===== src/hdl/alu_acc_pkg.sv =====
// ----------------------------------------------------------------------------
// alu_acc_pkg: shared types, opcodes and helpers for the accumulator ALU
// Holds the request beat layout, the opcode set and the leading-zero count.
// ----------------------------------------------------------------------------
package alu_acc_pkg;

   localparam int KIND_W = 12;
   localparam int DATA_W = 32;
   localparam int OP_W   = 4;
   localparam int SHAMT_W = 5;
   localparam int CLZ_W  = 6;

   typedef enum logic [OP_W-1:0] {
      OP_ADD    = 4'd0,
      OP_SUB_AB = 4'd1,
      OP_SUB_BA = 4'd2,
      OP_MUL    = 4'd3,
      OP_MAC    = 4'b0100,
      OP_EQ     = 4'd5,
      OP_SHL    = 4'd6,
      OP_SHR    = 4'd7,
      OP_AND    = 4'd8,
      OP_OR     = 4'd9,
      OP_XOR    = 4'd10,
      OP_ANDN   = 4'd11,
      OP_PASS_A = 4'd12,
      OP_CLZ    = 4'b1101,
      OP_STORE  = 4'b1110,
      OP_RECALL = 4'b1111
   } op_type;

   typedef struct packed {
      logic [KIND_W-1:0] kind;
      logic [DATA_W-1:0] operand_a;
      logic [DATA_W-1:0] operand_b;
      logic [DATA_W-1:0] store_value;
   } req_type;

   // Leading zeros by halving search; all-zero input gives 32.
   function automatic logic [CLZ_W-1:0] clz32(input logic [DATA_W-1:0] v);
      logic [DATA_W-1:0] x;
      logic [CLZ_W-1:0]  n;
      x = v;
      n = '0;
      if (x[31:16] == 16'd0) begin
         n = n + CLZ_W'(16);
         x = x << 16;
      end
      if (x[31:24] == 8'd0) begin
         n = n + CLZ_W'(8);
         x = x << 8;
      end
      if (x[31:28] == 4'd0) begin
         n = n + CLZ_W'(4);
         x = x << 4;
      end
      if (x[31:30] == 2'd0) begin
         n = n + CLZ_W'(2);
         x = x << 2;
      end
      if (x[31] == 1'b0) begin
         n = n + CLZ_W'(1);
         x = x << 1;
      end
      if (x[31] == 1'b0) begin
         n = n + CLZ_W'(1);
      end
      return n;
   endfunction

endpackage


===== src/hdl/alu_acc_core.sv =====
// ----------------------------------------------------------------------------
// alu_acc_core: operation datapath and accumulator register
// Computes one result per beat; the accumulator updates when fire is high.
// ----------------------------------------------------------------------------
module alu_acc_core (
   input  logic                       clock,
   input  logic                       reset,
   input  logic                       fire,
   input  alu_acc_pkg::req_type       req,
   output logic [alu_acc_pkg::DATA_W-1:0] result
);
   import alu_acc_pkg::*;

   logic [DATA_W-1:0] acc_ff;
   logic [DATA_W-1:0] acc_in;
   logic [DATA_W-1:0] product;
   logic [DATA_W-1:0] mac_sum;
   logic              big_shift;
   logic [SHAMT_W-1:0] shamt;
   logic              kind_defined;
   op_type            op;

   assign product      = req.operand_a * req.operand_b;
   assign mac_sum      = acc_ff + product;
   assign big_shift    = |req.operand_b[DATA_W-1:SHAMT_W];
   assign shamt        = req.operand_b[SHAMT_W-1:0];
   assign kind_defined = (req.kind[KIND_W-1:OP_W] == '0);
   assign op           = op_type'(req.kind[OP_W-1:0]);

   always_comb begin
      result = '0;
      acc_in = acc_ff;
      if (kind_defined) begin
         case (op)
            OP_ADD:    result = req.operand_a + req.operand_b;
            OP_SUB_AB: result = req.operand_a - req.operand_b;
            OP_SUB_BA: result = req.operand_b - req.operand_a;
            OP_MUL:    result = product;
            OP_MAC: begin
               result = mac_sum;
               acc_in = mac_sum;
            end
            OP_EQ:     result = DATA_W'(req.operand_a == req.operand_b);
            OP_SHL:    result = big_shift ? '0 : (req.operand_a << shamt);
            OP_SHR:    result = big_shift ? '0 : (req.operand_a >> shamt);
            OP_AND:    result = req.operand_a & req.operand_b;
            OP_OR:     result = req.operand_a | req.operand_b;
            OP_XOR:    result = req.operand_a ^ req.operand_b;
            OP_ANDN:   result = req.operand_a & ~req.operand_b;
            OP_PASS_A: result = req.operand_a;
            OP_CLZ:    result = DATA_W'(clz32(req.operand_a));
            OP_STORE: begin
               result = req.store_value;
               acc_in = req.store_value;
            end
            OP_RECALL: result = acc_ff;
            default:   result = '0;
         endcase
      end
   end

   always_ff @(posedge clock) begin
      if (reset) begin
         acc_ff <= '0;
      end else if (fire) begin
         acc_ff <= acc_in;
      end
   end

endmodule


===== src/hdl/alu_with_accumulator.sv =====
// ----------------------------------------------------------------------------
// alu_with_accumulator: 32-bit integer ALU with a kept accumulator
// Usage:
//   Request beats (req_*) carry an opcode, two operands and a store value.
//   Each request beat gives exactly one response beat (rsp_result), in order.
//   A beat moves when valid is high and stall is low on its channel.
// Path: a request beat is held in the input register, then in the result
//   register, from which it is offered on rsp_*.
// Throughput: one beat per clock while rsp_stall is low; the datapath
//   (32x32 multiply plus accumulator add) is combinational between the two registers.
// Stall: when rsp_stall holds a pending response, the input register still
//   takes one more beat; req_stall rises only when both registers are full
//   and the response is stalled. A stalled response holds its value.
// Reset: synchronous, active high; clears both valid flags and sets the
//   accumulator to zero. Opcodes above 15 return zero and leave it alone.
// ----------------------------------------------------------------------------
module alu_with_accumulator (
   input  logic                               clock,
   input  logic                               reset,
   input  logic                               req_valid,
   output logic                               req_stall,
   input  logic [alu_acc_pkg::KIND_W-1:0]     req_kind,
   input  logic [alu_acc_pkg::DATA_W-1:0]     req_operand_a,
   input  logic [alu_acc_pkg::DATA_W-1:0]     req_operand_b,
   input  logic [alu_acc_pkg::DATA_W-1:0]     req_store_value,
   output logic                               rsp_valid,
   input  logic                               rsp_stall,
   output logic [alu_acc_pkg::DATA_W-1:0]     rsp_result
);
   import alu_acc_pkg::*;

   // input stage
   logic              in_valid_ff;
   logic              in_valid_in;
   req_type           in_ff;
   // result stage
   logic              res_valid_ff;
   logic              res_valid_in;
   logic [DATA_W-1:0] res_ff;
   logic [DATA_W-1:0] res_in;

   logic              res_load;   // result register free this cycle
   logic              req_accept; // request beat taken
   logic              fire;       // input stage moves to result stage

   assign res_load   = !res_valid_ff || !rsp_stall;
   assign req_stall  = in_valid_ff && !res_load;
   assign req_accept = req_valid && !req_stall;
   assign fire       = in_valid_ff && res_load;

   assign in_valid_in  = req_accept || (in_valid_ff && !res_load);
   assign res_valid_in = fire || (res_valid_ff && rsp_stall);

   // Accumulator updates at the same edge the beat lands in the result
   // register, so recall always sees every earlier beat.
   alu_acc_core u_core (
      .clock  (clock),
      .reset  (reset),
      .fire   (fire),
      .req    (in_ff),
      .result (res_in)
   );

   always_ff @(posedge clock) begin
      if (reset) begin
         in_valid_ff  <= 1'b0;
         res_valid_ff <= 1'b0;
      end else begin
         in_valid_ff  <= in_valid_in;
         res_valid_ff <= res_valid_in;
      end
   end

   // payload registers, no reset
   always_ff @(posedge clock) begin
      if (req_accept) begin
         in_ff.kind        <= req_kind;
         in_ff.operand_a   <= req_operand_a;
         in_ff.operand_b   <= req_operand_b;
         in_ff.store_value <= req_store_value;
      end
      if (fire) begin
         res_ff <= res_in;
      end
   end

   assign rsp_valid  = res_valid_ff;
   assign rsp_result = res_ff;

endmodule

===== config.mk =====
export PLATFORM = sky130hd
export DESIGN_NAME = alu_with_accumulator
export DESIGN_NICKNAME = d
export VERILOG_FILES = /design/src/hdl/alu_acc_pkg.sv /design/src/hdl/alu_acc_core.sv /design/src/hdl/alu_with_accumulator.sv
export SDC_FILE = /design/constraint.sdc
export NUM_CORES = 2
export LEC_CHECK = 0
export BUFFER_PORTS_ARGS = -buffer_cell sky130_fd_sc_hd__buf_2
export CAP_MARGIN = 10
export CORE_MARGIN = 2
export CORE_UTILIZATION = 55
export CTS_BUF_LIST = sky130_fd_sc_hd__clkbuf_16
export DETAILED_ROUTE_END_ITERATION = 6
export PLACE_DENSITY = 0.72
export SYNTH_ARGS = -nofsm -noshare
export SYNTH_HDL_FRONTEND = slang
export SYNTH_SLANG_ARGS = --single-unit

===== constraint.sdc =====
create_clock -name clock -period 23.5 [get_ports clock]
set_input_delay 2.35 -clock clock [delete_from_list [all_inputs] [get_ports clock]]
set_output_delay 2.35 -clock clock [all_outputs]
set_load 0.01 [all_outputs]

==> out/summary.txt <==
status = finished, violations left
Via density = 6.664
GRT Overall Usage = 0.4722
Final Net Count = 4706
post-route minimum period = 11.04 ns
vias post-DR = 31370
fin crit share = 0.4697
Final Hold Viols = 0
I/O pin cnt = 146
pin count of the biggest net entering global routing = 111
failing checks = DRC
port bufs = 145
Clock Sinks = 174
Max Freq = 90.59 MHz
first-pass GRT wire length = 206.0 mm
max-cap violation count = 0
Slew Limit Headroom = 0.09732
Slew Viols, Final = 0
Post-Syn Area per Cell = 8.376 um^2
WL per Instance = 30.48 um
#FFs+latches synth = 174
distinct cell type count after synthesis = 82
register area = 4885 um^2
Filler cells = 5382
Iter 0 DRT Violations = 4346
sequential area share after synthesis = 0.1499
Hold Crit Depth = 2
RSZ-0062 raised after global routing = no
Setup Skew = 0.03161 ns
Critical Path RT = 23.68 ns
worst reg2reg path depth = 33
Starting Density = 0.5543
Net Count, Synth = 4681
ratio of cells with drive above 1 in the final layout = 0.08806
clock buffer depth = 2
clk slew on worst S/H paths = 0.08 ns
busiest layer in global routing = met2
drt pass-1 iters = 7
Layout area overhead = 6.738%
Setup Fix Bufs, Post-CTS = 0
Root Buffer = clkbuf_16
Core Area = 58800 um^2
worst slew pin tran = 1.353 ns
Row Count = 89
CP max-delay cell = clkinv_1
number of global-route vias before repair = 30420
setup slack at placement = 12.74 ns
# hold bufs at CTS = 0
DRC = 13
routing usage on met3 = 0.1504
Synth Cell Area = 32590 um^2
final WL = 143.5 mm
total grt overflow = 0
Most used DFF post-synth = edfxtp_1
H-tree depth = 4
Die X = 247.4 um
Hold Slack = 0.4904 ns
CP most frequent cell = fa_1
initial antenna violation count = 7
CP Max Fanout = 19
Final WS setup = 12.46 ns
critical path type = reg -> reg
CP peak stage delay = 0.92 ns
post-synth top area share = 0.2525
Die Y = 247.4 um
GPL Wtd Cong = 1.105
multi-input logic area = 24930 um^2
Sum Neg Setup Slack = 0 ns
largest area contributor in the netlist = fa_1
post-cts resize count = 0
element type at the critical path end = flop
Synth area leaders = fa_1 25%, edfxtp_1 13%, ha_1 10%
HP Class = reg -> reg
Syn. warnings = 0
met2 usage = 0.6712
Critical Path AT = 11.22 ns
number of flops mapped to enable cells by yosys = 140
setup violators final = 0
full die area = 61220 um^2
Final HPWL DP = 107.1 mm
Worst-Skew Late Latency = 0.51 ns
asr flop ratio synth = 0
Final ANT Viol Nets = 0
met1 Usage GRT = 0.6089
CTS buffer count = 17
CTS tree = done
post-synthesis cell count = 3891
CP startpoint kind = flop
logic make-up (layout without fill, tap and decap cells):
family | Yosys count | count (layout) | share of synthesized area
other | 0 | 6 | 0
DFF | 174 | 174 | 0.1499
AOI/OAI and AO/OA | 824 | 824 | 0.1648
buffers and inverters | 753 | 791 | 0.08703
and+or+nand+nor | 1167 | 1167 | 0.1535
xor gates and xnor gates | 190 | 190 | 0.05148
adders and majority gates | 678 | 678 | 0.3550
muxes | 105 | 105 | 0.03835
final timing paths:
check	from	to	slack, ns
max	in_ff[39]$_DFFE_PP_	rsp_result[31]$_SDFFCE_PN0P_	12.46
min	in_valid_ff$_SDFF_PP0_	rsp_valid$_SDFF_PP0_	0.49
max reg2reg	in_ff[39]$_DFFE_PP_	rsp_result[31]$_SDFFCE_PN0P_	12.46
min reg2reg	in_valid_ff$_SDFF_PP0_	rsp_valid$_SDFF_PP0_	0.49
layer usage:
metal  up-vias  part of all wire
met4        10             0.082
met2      2357              0.41
met1     15310              0.37
li1      13070                 -
met3       624              0.13
met5         -           0.00062
synth_stat cells (all sizes together) (17+ instances only):
| master | count |
|---|---|
| a21o | 40 |
| nor3 | 40 |
| xor2 | 36 |
| buf | 46 |
| o211ai | 30 |
| a211oi | 40 |
| edfxtp | 140 |
| nand3 | 58 |
| nor2 | 505 |
| o221ai | 22 |
| o21bai | 26 |
| nand2b | 39 |
| mux2i | 81 |
| a31oi | 39 |
| inv | 505 |
| a22oi | 28 |
| nand2 | 404 |
| ha | 267 |
| xnor2 | 153 |
| a21oi | 208 |
| a221oi | 41 |
| dfxtp | 34 |
| fa | 411 |
| clkbuf | 186 |
| o31ai | 45 |
| o21ai | 187 |
| nand4 | 17 |
| nor2b | 22 |
| o21a | 22 |
layout make-up:
cell class              count  share of cell area
repair buffers            238             0.04129
multi-input cells        2964              0.7168
clock inverters            14            0.004136
flip-flops and latches    174              0.1404
well taps                 773             0.02780
diodes                      6           0.0004316
clock buffers              18             0.01295
inverters                 521             0.05622
metrics by stage:
stage / instance area, um^2 / cells / utilization
final: 34790 / 4708 / 0.5917
after global routing: 34770 / 4702 / 0.5914
after CTS: 34770 / 4702 / 0.5914
after detailed placement: 34180 / 4670 / 0.5813
after global placement: 34180 / 4670 / 0.5813
after floorplan: 32590 / 3891 / -
flip-flops by register name, indices dropped and copies added, names as in the netlist:
signal         count
u_core.acc_ff     32
rsp_result        32
in_ff            108
rsp_valid          1
in_valid_ff        1
critical path, delay by kind of cell, from the launching register on:
family                   cells  cell delay [ns]
AO/OA/AOI/OAI               12             2.60
XOR/XNOR                     2             0.70
adder cells (fa/ha/maj)     10             4.66
buffers and inverters        6             1.32
flip-flops                   1             0.90
AND/OR/NAND/NOR              3             0.53
layout by cell type, fill, tap and decap left out, types with 41 or more instances in the layout:
cell	instances
buf_2	145
nor2_1	501
o31ai_1	45
mux2i_1	81
fa_1	411
a221oi_1	41
o21ai_0	182
buf_4	92
xnor2_1	153
ha_1	267
nand3_1	57
nand2_1	402
edfxtp_1	140
a21oi_1	208
inv_1	500
Power is left out: the tool's default activity adds up to more than one toggle a clock period on the data nets, which glitch-free logic cannot reach.
